## src/hdl/ffba_pkg.sv

```systemverilog
`default_nettype none

package ffba_pkg;

	localparam int FIELD_W = 20;

	// Operation codes
	localparam logic [1:0] OP_ALLOC   = 2'd0;
	localparam logic [1:0] OP_FREE    = 2'd1;
	localparam logic [1:0] OP_REALLOC = 2'd2;

	typedef struct packed {
		logic [1:0]         operation;
		logic [FIELD_W-1:0] request_bytes;
		logic [FIELD_W-1:0] block_offset;
	} cmd_t;

	typedef struct packed {
		logic               ok;
		logic [FIELD_W-1:0] payload_offset;
		logic [FIELD_W-1:0] copy_length;
	} rsp_t;

	// Microprogram addresses
	typedef enum logic [3:0] {
		S_IDLE,
		S_DISP,
		S_FLOOP,
		S_FHIT,
		S_FMARK,
		S_RINIT,
		S_ALOOP,
		S_ATAKE,
		S_AAPPEND,
		S_AADD,
		S_RFREE,
		S_FAIL,
		S_DONE
	} step_t;

	// Branch conditions
	typedef enum logic [3:0] {
		C_ALWAYS,
		C_ACCEPT,
		C_DISPATCH,
		C_FIND,
		C_FIT,
		C_IS_FREE,
		C_IS_REALLOC,
		C_ROOM,
		C_OUT
	} cond_t;

	typedef enum logic [1:0] {
		RD_ZERO,
		RD_IDX,
		RD_NEXT
	} rd_sel_t;

	typedef enum logic [1:0] {
		FW_NONE,
		FW_IDX_CLR,
		FW_FIDX_SET,
		FW_CNT_CLR
	} fw_sel_t;

	typedef enum logic [1:0] {
		RES_NONE,
		RES_FAIL,
		RES_FREE,
		RES_ALLOC
	} res_sel_t;

	typedef struct packed {
		cond_t    cond;
		step_t    tgt_a;
		step_t    tgt_b;
		logic     clr;
		logic     adv;
		logic     save;
		logic     wr_size;
		rd_sel_t  rd_sel;
		fw_sel_t  fw;
		res_sel_t res;
	} ucode_t;

	// Sequencer to datapath
	typedef struct packed {
		logic     take;
		logic     clr;
		logic     adv;
		logic     save;
		logic     wr_size;
		logic     out_load;
		rd_sel_t  rd_sel;
		fw_sel_t  fw;
		res_sel_t res;
	} ctrl_t;

	// Datapath to sequencer
	typedef struct packed {
		logic [1:0] op;
		logic       at_end;
		logic       find_hit;
		logic       fit_hit;
		logic       room;
		logic       out_free;
	} stat_t;

	function automatic ucode_t ucode_rom(step_t s);
		ucode_t w;
		w = '{cond: C_ALWAYS, tgt_a: S_IDLE, tgt_b: S_IDLE, clr: 1'b0, adv: 1'b0,
			save: 1'b0, wr_size: 1'b0, rd_sel: RD_IDX, fw: FW_NONE, res: RES_NONE};
		unique case (s)
			S_IDLE: begin
				w.cond  = C_ACCEPT;
				w.tgt_a = S_DISP;
			end
			S_DISP: begin
				w.cond   = C_DISPATCH;
				w.tgt_a  = S_ALOOP;
				w.tgt_b  = S_FLOOP;
				w.clr    = 1'b1;
				w.rd_sel = RD_ZERO;
			end
			S_FLOOP: begin
				w.cond   = C_FIND;
				w.tgt_a  = S_FAIL;
				w.tgt_b  = S_FHIT;
				w.adv    = 1'b1;
				w.save   = 1'b1;
				w.rd_sel = RD_NEXT;
			end
			S_FHIT: begin
				w.cond  = C_IS_FREE;
				w.tgt_a = S_FMARK;
				w.tgt_b = S_RINIT;
			end
			S_FMARK: begin
				w.tgt_a = S_DONE;
				w.fw    = FW_FIDX_SET;
				w.res   = RES_FREE;
			end
			S_RINIT: begin
				w.tgt_a  = S_ALOOP;
				w.clr    = 1'b1;
				w.rd_sel = RD_ZERO;
			end
			S_ALOOP: begin
				w.cond   = C_FIT;
				w.tgt_a  = S_AAPPEND;
				w.tgt_b  = S_ATAKE;
				w.adv    = 1'b1;
				w.rd_sel = RD_NEXT;
			end
			S_ATAKE: begin
				w.cond  = C_IS_REALLOC;
				w.tgt_a = S_RFREE;
				w.tgt_b = S_DONE;
				w.fw    = FW_IDX_CLR;
				w.res   = RES_ALLOC;
			end
			S_AAPPEND: begin
				w.cond  = C_ROOM;
				w.tgt_a = S_AADD;
				w.tgt_b = S_FAIL;
			end
			S_AADD: begin
				w.cond    = C_IS_REALLOC;
				w.tgt_a   = S_RFREE;
				w.tgt_b   = S_DONE;
				w.wr_size = 1'b1;
				w.fw      = FW_CNT_CLR;
				w.res     = RES_ALLOC;
			end
			S_RFREE: begin
				w.tgt_a = S_DONE;
				w.fw    = FW_FIDX_SET;
			end
			S_FAIL: begin
				w.tgt_a = S_DONE;
				w.res   = RES_FAIL;
			end
			S_DONE: begin
				w.cond  = C_OUT;
				w.tgt_a = S_IDLE;
			end
			default: begin
				w.tgt_a = S_IDLE;
			end
		endcase
		return w;
	endfunction

endpackage

`default_nettype wire

```

## src/hdl/ffba_seq.sv

```systemverilog
`default_nettype none

module ffba_seq import ffba_pkg::*; (
	input  wire logic  clk,
	input  wire logic  arst_n,
	input  wire logic  cmd_valid,
	input  wire stat_t stat,
	output ctrl_t      ctrl,
	output logic       idle
);

	step_t  pc_q;
	step_t  pc_d;
	ucode_t uw;

	assign uw   = ucode_rom(pc_q);
	assign idle = (pc_q == S_IDLE);

	always_ff @(posedge clk or negedge arst_n) begin
		if (!arst_n) begin
			pc_q <= S_IDLE;
		end else begin
			pc_q <= pc_d;
		end
	end

	// Next step
	always_comb begin
		pc_d = uw.tgt_a;
		unique case (uw.cond)
			C_ALWAYS: pc_d = uw.tgt_a;
			C_ACCEPT: pc_d = cmd_valid ? uw.tgt_a : pc_q;
			C_DISPATCH: begin
				priority if (stat.op == OP_ALLOC) begin
					pc_d = uw.tgt_a;
				end else if (stat.op == OP_FREE || stat.op == OP_REALLOC) begin
					pc_d = uw.tgt_b;
				end else begin
					pc_d = S_FAIL;
				end
			end
			C_FIND: begin
				priority if (stat.at_end) begin
					pc_d = uw.tgt_a;
				end else if (stat.find_hit) begin
					pc_d = uw.tgt_b;
				end else begin
					pc_d = pc_q;
				end
			end
			C_FIT: begin
				priority if (stat.at_end) begin
					pc_d = uw.tgt_a;
				end else if (stat.fit_hit) begin
					pc_d = uw.tgt_b;
				end else begin
					pc_d = pc_q;
				end
			end
			C_IS_FREE:    pc_d = (stat.op == OP_FREE) ? uw.tgt_a : uw.tgt_b;
			C_IS_REALLOC: pc_d = (stat.op == OP_REALLOC) ? uw.tgt_a : uw.tgt_b;
			C_ROOM:       pc_d = stat.room ? uw.tgt_a : uw.tgt_b;
			C_OUT:        pc_d = stat.out_free ? uw.tgt_a : pc_q;
			default:      pc_d = S_IDLE;
		endcase
	end

	// Datapath controls
	always_comb begin
		logic hit;
		hit           = (uw.cond == C_FIND) ? stat.find_hit : stat.fit_hit;
		ctrl.take     = (uw.cond == C_ACCEPT) && cmd_valid;
		ctrl.clr      = uw.clr;
		// advance only while the walk goes on; hold index and position on a hit
		ctrl.adv      = uw.adv && !stat.at_end && !hit;
		ctrl.save     = uw.save && !stat.at_end && stat.find_hit;
		ctrl.wr_size  = uw.wr_size;
		ctrl.out_load = (uw.cond == C_OUT) && stat.out_free;
		ctrl.rd_sel   = uw.rd_sel;
		ctrl.fw       = uw.fw;
		ctrl.res      = uw.res;
	end

endmodule

`default_nettype wire

```

## config.mk

```make
export PLATFORM = sky130hd
export DESIGN_NAME = ffba_seq
export DESIGN_NICKNAME = d
export VERILOG_FILES = /design/src/hdl/ffba_pkg.sv /design/src/hdl/ffba_seq.sv
export SDC_FILE = /design/constraint.sdc
export NUM_CORES = 1
export LEC_CHECK = 0
export BUFFER_PORTS_ARGS = -buffer_cell sky130_fd_sc_hd__buf_2
export CAP_MARGIN = 5
export CORE_MARGIN = 5
export CORE_UTILIZATION = 30
export CTS_CLUSTER_SIZE = 12
export DETAILED_ROUTE_END_ITERATION = 8
export SYNTH_ARGS = -nofsm -noshare
export SYNTH_HDL_FRONTEND = slang
export SYNTH_SLANG_ARGS = --single-unit
export TNS_END_PERCENT = 30
```

## constraint.sdc

```tcl
create_clock -name clk -period 2.7 [get_ports clk]
set_clock_uncertainty 0.1 [all_clocks]
set_input_delay 0.405 -clock clk [delete_from_list [all_inputs] [get_ports clk]]
set_output_delay 0.405 -clock clk [all_outputs]
set_load 0.02 [all_outputs]
```

# --- After elaboration in Yosys (flattened, before gate mapping) ---
# Index checks and enable logic that the tools add are counted.
totals:
  register_bits: 4
  in_bits: 10
classes:
  n_mux: 23
  n_eq_ne: 26
  n_reduce_logical: 18
op_table:
  columns: ["operator", "count"]
  rows:
  - ["$pmux 4 s8", 2]
  - ["$mux 4", 11]
  - ["$pmux 4 s9", 1]
  - ["$eq 4x3->1 const B", 8]
  - ["$eq 4x4->1 const B", 6]
  - ["$pmux 4 s6", 1]
  - ["$eq 4x2->1 const B", 4]
  - ["$pmux 2 s3", 2]
  - ["$eq 4x1->1 const B", 2]
  - ["$logic_not 4->1", 2]
  - ["$reduce_or 2->1", 4]
  - ["$logic_and 1x1->1", 6]
  - ["$ne 3x3->1 const B", 2]
  - ["$mux 1", 5]
  - ["$ne 2x2->1 const B", 2]
  - ["$pmux 2 s2", 1]
  - ["$reduce_and 4->1", 1]
  - ["$reduce_or 3->1", 1]
  - ["$eq 2x1->1 const B", 1]
  - ["$eq 2x2->1 const B", 1]
  - ["$logic_not 1->1", 2]
  - ["$logic_not 2->1", 1]
  - ["$logic_or 1x1->1", 1]

# --- Logic depth before layout (Yosys ltp) ---
# Gate-level depths: netlist of run 1.
logic_depth:
  ltp_word: 7
  mapped_depth: 7
  depth_no_buf: 7

# --- Worst setup path after synthesis of run 1 ---
# Ideal clock, no wire load.
synth_timing:
  path_kind: "reg-to-output"
  startpoint: "register pc_q[0]"
  endpoint: "output port ctrl[11] in the netlist's numbering"
  t_required_ps: 2195
  slack_ps: 469
  arrival_time_ps: 1726
  stages_incl_launch_ff: 4
  n_path_buf: 1
  cell_sequence: "dfrtp_1 > buf_4 > nor4_1 > and2_1"
synth_lines:
  columns: ["item", "line_no", "source"]
  rows:
  - ["start, declared", "ffba_seq.sv:12", "step_t pc_q;"]
  - ["start signal, assigned", "ffba_seq.sv:23", "pc_q <= pc_d;"]
  - ["end, declared", "ffba_seq.sv:8", "output ctrl_t ctrl,"]

==> flow_metrics.tcl, run 1 <==
set metrics [dict create \
    fin_cells 134 \
    outcome "complete, no violations" \
    ys_ff_latch 4 \
    cp_max_fo 19 \
    cts.clk_slew.worst_paths_ns 0.04 \
    fmax_ghz 0.437 \
    clkPwrFrac_pct 8.3 \
    hold_violations 0 \
    reg2reg_from "pc_q[3]" \
    largest_reg_flops 4 \
    ys_types 39 \
    syn_inst 87 \
    routedWlPerCell_um 12.3 \
    clock_path_buffers 2 \
    r2r_cells 5 \
    overflow 0 \
    die_w_um 56.6 \
    setup_viol 0 \
    ir_worst_vdd_mv 0.437 \
    fillers 223 \
    holdBufCountCts 1 \
    grt_antenna_before_repair 0 \
    clk_latency_ns 0.23 \
    synth_top_area_share_pct 15.4 \
    yosys_most_used_dff "dfrtp_1" \
    internal_power_uw 399 \
    grt_pass1_vias 644 \
    crit_type "flip-flop to primary output" \
    synth_simple_gate_area_share_pct 35.4 \
    crit_path_end_kind "primary output" \
    post-route-min-period_ns 2.29 \
    worst_pin_slew_ns 0.668 \
    die-area_um2 3200 \
    cts-root-buf "clkbuf_4" \
    dp.cells 130 \
    top_regs "pc_q x4" \
    synthesis.area_um2 651 \
    io_pins 23 \
    num_antenna_cells 0 \
    core_um2 2020 \
    synth.area.mux_share_pct 2.31 \
    drc 0 \
    synthXorXnorAreaFrac_pct 1.35 \
    place_hpwl_um 1230 \
    hp-class "input port to asynchronous set/reset pin" \
    preCtsSetupSlack_ns 0.677 \
    ff2ff_setup_slack_ns 0.77 \
    fin_ws_ns 0.413 \
    first_iter_violations 14 \
    viasPerCell 5.30 \
    cp-start-kind "flip-flop" \
    power.density_nw_per_um2 1120 \
    port-buffer-count 22 \
    grt_pass1_wl_um 2760 \
    swShare_pct 54.6 \
    synth_top_area_cell "dfrtp_1" \
    firstDrtPassIters 4 \
    cts.htree.levels 1 \
    wirelength_um 1640 \
    slew_violations 0 \
    worstPathRequired_ns 2.19 \
    synth_compound_area_share_pct 28.1 \
    async_flop_share_pct 100 \
    p_leak_uw 0.000365 \
    postRouteAntennaNets 0 \
    numClockSinks 4 \
    synth_top_family_by_area "simple AND/OR/NAND/NOR gates" \
    cts_tree "built" \
    grt_max_degree 25 \
    grt_setup_unrepaired "false" \
    synth-adder-area-share_pct 5.77 \
    holdWs_ns 0.400 \
    synth_edf_count 0 \
    rows 16 \
    largest-register "pc_q" \
    gp_congestion 0.790 \
    via_count 710 \
    cts_buffers 3 \
    cp.arrival_ns 1.78 \
    synth_area_per_cell_um2 7.48 \
    post_cts_buffers 0 \
    slew_headroom_pct 55.4 \
    fin_crit_sh_pct 84.7 \
    switchingPower_uw 480 \
    setup-tns-final_ns 0 \
    layout.nets 122 \
    seqCellArea_um2 100 \
    fp.dieH_um 56.6 \
    multi_input_area_um2 474 \
    area_growth_pct 20.6 \
    yosys-top-cells-area "dfrtp_1 (15%), ha_1 (5.8%), o21ai_0 (5.4%), inv_1 (4.0%), nand2_1 (4.0%)" \
    postCtsResizedCells 0 \
    drive_gt1_share_pct 29.9 \
    yosys-top-cells-count "inv_1 (7), nand2_1 (7), nor2_1 (7), o21ai_0 (7)" \
    r2r-end "pc_q[2]" \
    initial_core_util_pct 32.2 \
    drv_cap 0 \
    synth-seq-area-share_pct 15.4 \
    syn_nets 100 \
    grt.total_usage_pct 11.0 \
    seq_power_share_pct 25.2 \
    synth_warnings 0 \
    combPwrFrac_pct 66.5 \
    power.total_uw 879 \
]
-- worst max path at each step --
| stage | from | endpoint | slack, ns | cells after the start |
|---|---|---|---|---|
| floorplan | pc_q[0] | ctrl[11] | 0.47 | 3 |
| global placement | pc_q[2] | ctrl[9] | 0.70 | 3 |
| detailed placement | pc_q[2] | ctrl[9] | 0.68 | 3 |
| CTS | pc_q[2] | ctrl[9] | 0.41 | 3 |
| global route | pc_q[2] | ctrl[3] | 0.31 | 5 |
| finish | pc_q[2] | ctrl[3] | 0.41 | 5 |
-- final cells by class --
cell class,instances,area share (%)
timing repair buffer,24,16.3
clock buffer,3,2.87
tap,27,4.31
sequential,4,12.8
inverter,7,3.35
multi-input combinational,69,60.4
-- layer usage --
metal | track usage (%) | share of wire [%] | vias to the layer above
met3 | 2.52 | 6.2 | 4
li1 | - | - | 365
met4 | 8.14 | 2.9 | 0
met1 | 12.1 | 47 | 323
met2 | 18.0 | 44 | 18
met5 | 0 | 0 | -
-- power by group through the flow --
stage	Sequential [uW]	Clock [uW]	Combinational [uW]
global route	237	82.4	644
detailed placement	220	0	583
CTS	219	76.2	585
finish	222	73.3	584
floorplan	118	0	571
global placement	219	0	582
-- cell usage in the layout (no fill, tap or decap), types with 2 or more instances in the layout --
cell	count
o21ai_2	2
nand2b_1	4
a21oi_1	2
nor4_1	2
nor2b_1	4
o21ai_0	7
o311ai_0	2
nand2_1	7
dfrtp_1	4
buf_2	22
ha_1	3
nor2_1	7
nand4b_1	2
o221ai_1	2
nor4b_1	3
clkbuf_4	3
inv_1	7
and2_1	2
-- kinds of logic (layout without fill, tap and decap cells) --
group / Yosys count / in the layout
muxes: 1 / 1
adders and majority gates: 3 / 3
and+or+nand+nor: 38 / 38
DFF: 4 / 4
xor gates and xnor gates: 1 / 1
AOI/OAI and AO/OA: 26 / 26
buffers and inverters: 14 / 34
-- worst max-delay path: stages (launching register included) --
cell      delay (ns)
dfrtp_1         0.70
inv_1           0.19
and3_1          0.21
o21bai_1        0.17
o21ai_0         0.10
buf_2           0.17
-- through the flow --
step,instance area [um^2],utilization [%]
2_1_floorplan,651,-
3_3_place_gp,752,37.2
3_5_place_dp,752,37.2
4_1_cts,785,38.8
5_1_grt,785,38.8
6_report,785,38.8
Power figures use the tool's default switching activity.
==> run 2: changes to the inputs <==
==> constraint.sdc (replaced) <==
create_clock -name clk -period 2 [get_ports clk]
set_clock_uncertainty 0.1 [all_clocks]
set_input_delay 0.3 -clock clk [delete_from_list [all_inputs] [get_ports clk]]
set_output_delay 0.3 -clock clk [all_outputs]
set_load 0.02 [all_outputs]
==> flow_metrics.tcl, run 2 (synthesis results as in run 1) <==
set metrics [dict create \
    die-area_um2 3200 \
    firstDrtPassIters 4 \
    ir_worst_vdd_mv 0.506 \
    grt_pass1_vias 677 \
    initial_core_util_pct 32.2 \
    hold_violations 0 \
    layout_common_cells "buf_2 (22), nor2_1 (7), inv_1 (7), nand2_1 (7), o21ai_0 (7)" \
    setup_viol 0 \
    cts.htree.levels 1 \
    crit_end "ctrl[11]" \
    crit_type "flip-flop to primary output" \
    cp_max_fo 8 \
    grt_max_degree 21 \
    io_pins 23 \
    post-route-min-period_ns 1.91 \
    outcome "complete, no violations" \
    top_regs "pc_q x4" \
    drv_cap 0 \
    cp-start-kind "flip-flop" \
    drc 0 \
    rows 16 \
    worst_pin_slew_ns 0.340 \
    hp-class "input port to flip-flop" \
    fin_ws_ns 0.0911 \
    setup-tns-final_ns 0 \
    grt_pass1_wl_um 2990 \
    grt_antenna_before_repair 0 \
    routedWlPerCell_um 12.9 \
    cts.clk_slew.worst_paths_ns 0.05 \
    gp_congestion 0.802 \
    utilization_pct 41.6 \
    postRouteAntennaNets 0 \
    power.density_nw_per_um2 1530 \
    slew_headroom_pct 77.3 \
    num_antenna_cells 0 \
    post_cts_buffers 0 \
    largest_reg_flops 4 \
    worstPathRequired_ns 1.60 \
    p_leak_uw 0.000388 \
    overflow 0 \
    layout.nets 127 \
    via_count 713 \
    dp.cells 135 \
    fin_crit_sh_pct 95.4 \
    cts-root-buf "clkbuf_4" \
    preCtsSetupSlack_ns 0.189 \
    r2r_cells 6 \
    drive_gt1_share_pct 36.6 \
    core_um2 2020 \
    clock_path_buffers 2 \
    cts_tree "built" \
    crit_path_end_kind "primary output" \
    slew_violations 0 \
    numClockSinks 4 \
    viasPerCell 5.13 \
    clk_latency_ns 0.24 \
    power.total_uw 1290 \
    reg2reg_from "pc_q[2]" \
    place_hpwl_um 1360 \
    grt.total_usage_pct 11.6 \
    largest-register "pc_q" \
    die_w_um 56.6 \
    cp.arrival_ns 1.51 \
    crit_path_start "pc_q[1]" \
    fp.dieH_um 56.6 \
    wirelength_um 1790 \
    r2r-end "pc_q[2]" \
    fmax_ghz 0.524 \
    first_iter_violations 9 \
    fin_cells 139 \
    final_common_cell "buf_2" \
    port-buffer-count 22 \
    ff2ff_setup_slack_ns 0.27 \
    cts_buffers 3 \
    area_growth_pct 29.2 \
]
-- run 2: cell count changes in the layout (fill, tap and decap cells not counted), sizes merged --
cell / change
buf: +5
-- run 2: layer usage --
metal  part of all wire (%)  vias to the layer above  GRT usage (%)  routed length (um)
met3                    4.8                        2           3.44                  85
li1                       -                      368              -                   -
met2                     55                       15           20.0                 979
met4                   0.11                        0           5.08                   2
met5                      0                        -              0                   0
met1                     40                      328           13.0                 719
-- run 2: worst min path at each step --
stage / startpoint / end / slack (ns) / cells past startpoint
after floorplan: arst_n / pc_q[0] / -0.1 / 0
after global placement: arst_n / pc_q[0] / 0.007 / 1
after detailed placement: arst_n / pc_q[2] / 0.008 / 1
after CTS: cmd_valid / pc_q[3] / 0.27 / 3
after global routing: arst_n / pc_q[2] / 0.28 / 2
final: cmd_valid / pc_q[3] / 0.27 / 3
-- run 2: final cells by class --
class | count | area, um^2
well taps | 27 | 33.8
inverters | 7 | 26.3
clock buffers | 3 | 22.5
repair buffers | 29 | 165
multi-input cells | 69 | 489
fillers | 219 | 1180
flip-flops and latches | 4 | 104
-- run 2: where the power goes --
part | switching [uW] | internal, uW
registers | 107 | 129
logic | 543 | 407
clock network | 37.5 | 67.4
total | 687 | 603
-- run 2: what timing repair did --
item                       4_1_cts  5_1_grt
hold endpoints to repair         4        0
setup endpoints to repair        1        3
gates cloned                     0        0
resized for setup                1        3
hold buffers                     1        0
-- run 2: critical path, cell delays in order (launching register included) --
cell and delay (ns):
dfrtp_2 0.45, buf_4 0.19, nor4_4 0.29, and2_1 0.17
buf_2 0.17
-- run 2: per-stage QoR --
step	hold slack (ns)	instance area, um^2
after floorplan	-0.0956	657
after global placement	0.00696	796
after detailed placement	0.00789	796
after CTS	0.269	830
after global routing	0.280	841
final	0.275	841
==> run 3: changes to the inputs <==
--- a/config.mk
+++ b/config.mk
@@ -5,6 +5,7 @@
 export SDC_FILE = /design/constraint.sdc
 export NUM_CORES = 1
 export LEC_CHECK = 0
+export ABC_AREA = 1
 export BUFFER_PORTS_ARGS = -buffer_cell sky130_fd_sc_hd__buf_2
 export CAP_MARGIN = 5
 export CORE_MARGIN = 5
==> flow_metrics.tcl, run 3 <==
set metrics [dict create \
    routedWlPerCell_um 10.0 \
    switchingPower_uw 663 \
    port-buffer-count 22 \
    cts.clk_slew.worst_paths_ns 0.04 \
    fp.dieH_um 53.5 \
    place_hpwl_um 1340 \
    hp-class "input port to asynchronous set/reset pin" \
    postRouteAntennaNets 0 \
    hold_violations 0 \
    fin_crit_sh_pct 90.3 \
    layout_common_cells "nand2_1 (23), buf_2 (22), nor2_1 (21)" \
    swShare_pct 58.9 \
    grt_antenna_before_repair 0 \
    firstDrtPassIters 4 \
    outcome "complete, no violations" \
    cts-root-buf "clkbuf_4" \
    die-area_um2 2860 \
    core_um2 1760 \
    internal_power_uw 462 \
    syn_inst 105 \
    syn_nets 118 \
    num_antenna_cells 0 \
    die_w_um 53.5 \
    clkPwrFrac_pct 8.3 \
    critPathTopFamily "flip-flops" \
    rows 15 \
    wirelength_um 1560 \
    cp_max_fo 8 \
    post-route-min-period_ns 1.81 \
    overflow 0 \
    synth_top_area_share_pct 17.6 \
    grt_setup_unrepaired "false" \
    layout.nets 146 \
    ir_worst_vdd_mv 0.441 \
    critPathBufInv 2 \
    drive_gt1_share_pct 27.5 \
    synth_area_per_cell_um2 5.41 \
    synthesis.area_um2 568 \
    grt_max_degree 9 \
    fmax_ghz 0.553 \
    cts_tree "built" \
    via_count 719 \
    seq_power_share_pct 18.3 \
    synth_edf_count 0 \
    crit_path_end_kind "primary output" \
    synth_warnings 0 \
    largest-register "pc_q" \
    stdcell_area_um2 742 \
    p_leak_uw 0.000469 \
    io_pins 23 \
    clock_path_buffers 2 \
    yosys_most_used_dff "dfrtp_1" \
    grt_pass1_wl_um 2540 \
    cts.htree.levels 1 \
    gp_congestion 0.889 \
    r2r_cells 8 \
    yosys-top-cells-count "nand2_1 (23), nor2_1 (21), inv_1 (19)" \
    cp-start-kind "flip-flop" \
    yosys-top-cells-area "dfrtp_1 (18%), nand2_1 (15%), nor2_1 (14%), inv_1 (13%), nand3_1 (7.0%)" \
    top_regs "pc_q x4" \
    ff2ff_setup_slack_ns 0.51 \
    slew_headroom_pct 77.7 \
    viasPerCell 4.61 \
    cp_cell_sequence "inv_2 -> nand2_2 -> nor2_2 -> nor2_4 -> o21ai_0 -> buf_2" \
    synth-seq-area-share_pct 17.6 \
    setup-tns-final_ns 0 \
    ys_types 17 \
    async_flop_share_pct 100 \
    preCtsSetupSlack_ns 0.425 \
    r2r-end "pc_q[2]" \
    placed_area_um2 709 \
    grt_pass1_vias 645 \
    drc 0 \
    numClockSinks 4 \
    setup_viol 0 \
    clk_latency_ns 0.23 \
    grt.total_usage_pct 11.8 \
    synthMostInstantiatedCell "nand2_1" \
    cts_buffers 3 \
    holdWs_ns 0.297 \
    area_growth_pct 30.6 \
    first_iter_violations 14 \
    initial_core_util_pct 32.2 \
    power.density_nw_per_um2 1520 \
    worst_pin_slew_ns 0.334 \
    drv_cap 0 \
    cp_slowest_cell "dfrtp_1" \
    synth_top_area_cell "dfrtp_1" \
    cp.arrival_ns 1.41 \
    reg2reg_from "pc_q[1]" \
    final_common_cell "nand2_1" \
    slew_violations 0 \
    worstPathRequired_ns 1.60 \
    combPwrFrac_pct 73.4 \
    ys_ff_latch 4 \
    slowest_delay_ns 0.46 \
    largest_reg_flops 4 \
    crit_type "flip-flop to primary output" \
    fin_ws_ns 0.193 \
]
-- run 3: cell count changes in the layout (fill, tap and decap cells not counted), moves of 4 or more --
cell / delta
nand3_1: +8
nor2_1: +14
nor2b_1: -4
inv_1: +12
inv_2: +4
buf_4: -6
nand2b_1: -4
nand2_1: +16
-- run 3: final cells by class --
| class | count | area [um^2] |
|---|---|---|
| fillers | 212 | 1020 |
| multi-input cells | 78 | 382 |
| repair buffers | 23 | 120 |
| flip-flops and latches | 4 | 100 |
| inverters | 23 | 86.3 |
| well taps | 25 | 31.3 |
| clock buffers | 3 | 22.5 |
-- run 3: per-stage QoR --
stage,total power (uW),util (%),std cells
floorplan,798,-,105
global placement,1030,40.2,152
detailed placement,1030,40.2,152
CTS,1130,42.1,156
global route,1240,42.1,156
finish,1130,42.1,156
-- run 3: timing repair --
action,4_1_cts,5_1_grt
hold endpoints to repair,4,0
hold buffers,1,0
gates resized for setup,0,0
buffers inserted,0,0
-- run 3: worst max path at each step --
stage,startpoint,endpoint,slack [ns],depth (start not counted)
2_1_floorplan,pc_q[3],ctrl[4],0.37,6
3_3_place_gp,pc_q[1],ctrl[0],0.44,6
3_5_place_dp,pc_q[1],ctrl[0],0.42,6
4_1_cts,pc_q[1],ctrl[0],0.18,6
5_1_grt,pc_q[3],ctrl[4],0.07,7
6_report,pc_q[1],ctrl[0],0.19,6
-- run 3: routing by layer --
metal  track usage, %  part of all wire [%]  vias to the layer above
met5                0                     0                        -
met4             3.83                  0.51                        0
met3             1.69                   5.4                        2
met2             20.6                    45                       29
met1             14.6                    49                      310
li1                 -                     -                      378
-- run 3: cell families after synthesis --
logic type	after synthesis	share of synthesized area, %
DFF	4	17.6
AOI/OAI and AO/OA	11	10.1
and+or+nand+nor	64	50.4
buffers and inverters	23	15.2
adders and majority gates	3	6.61
-- run 3: power by group through the flow --
stage                     Combinational [uW]  Clock (uW)  Sequential (uW)
after CTS                                828        96.9              205
after detailed placement                 824           0              206
after global routing                     921         103              213
after global placement                   825           0              202
after floorplan                          610           0              189
final                                    826        93.9              206
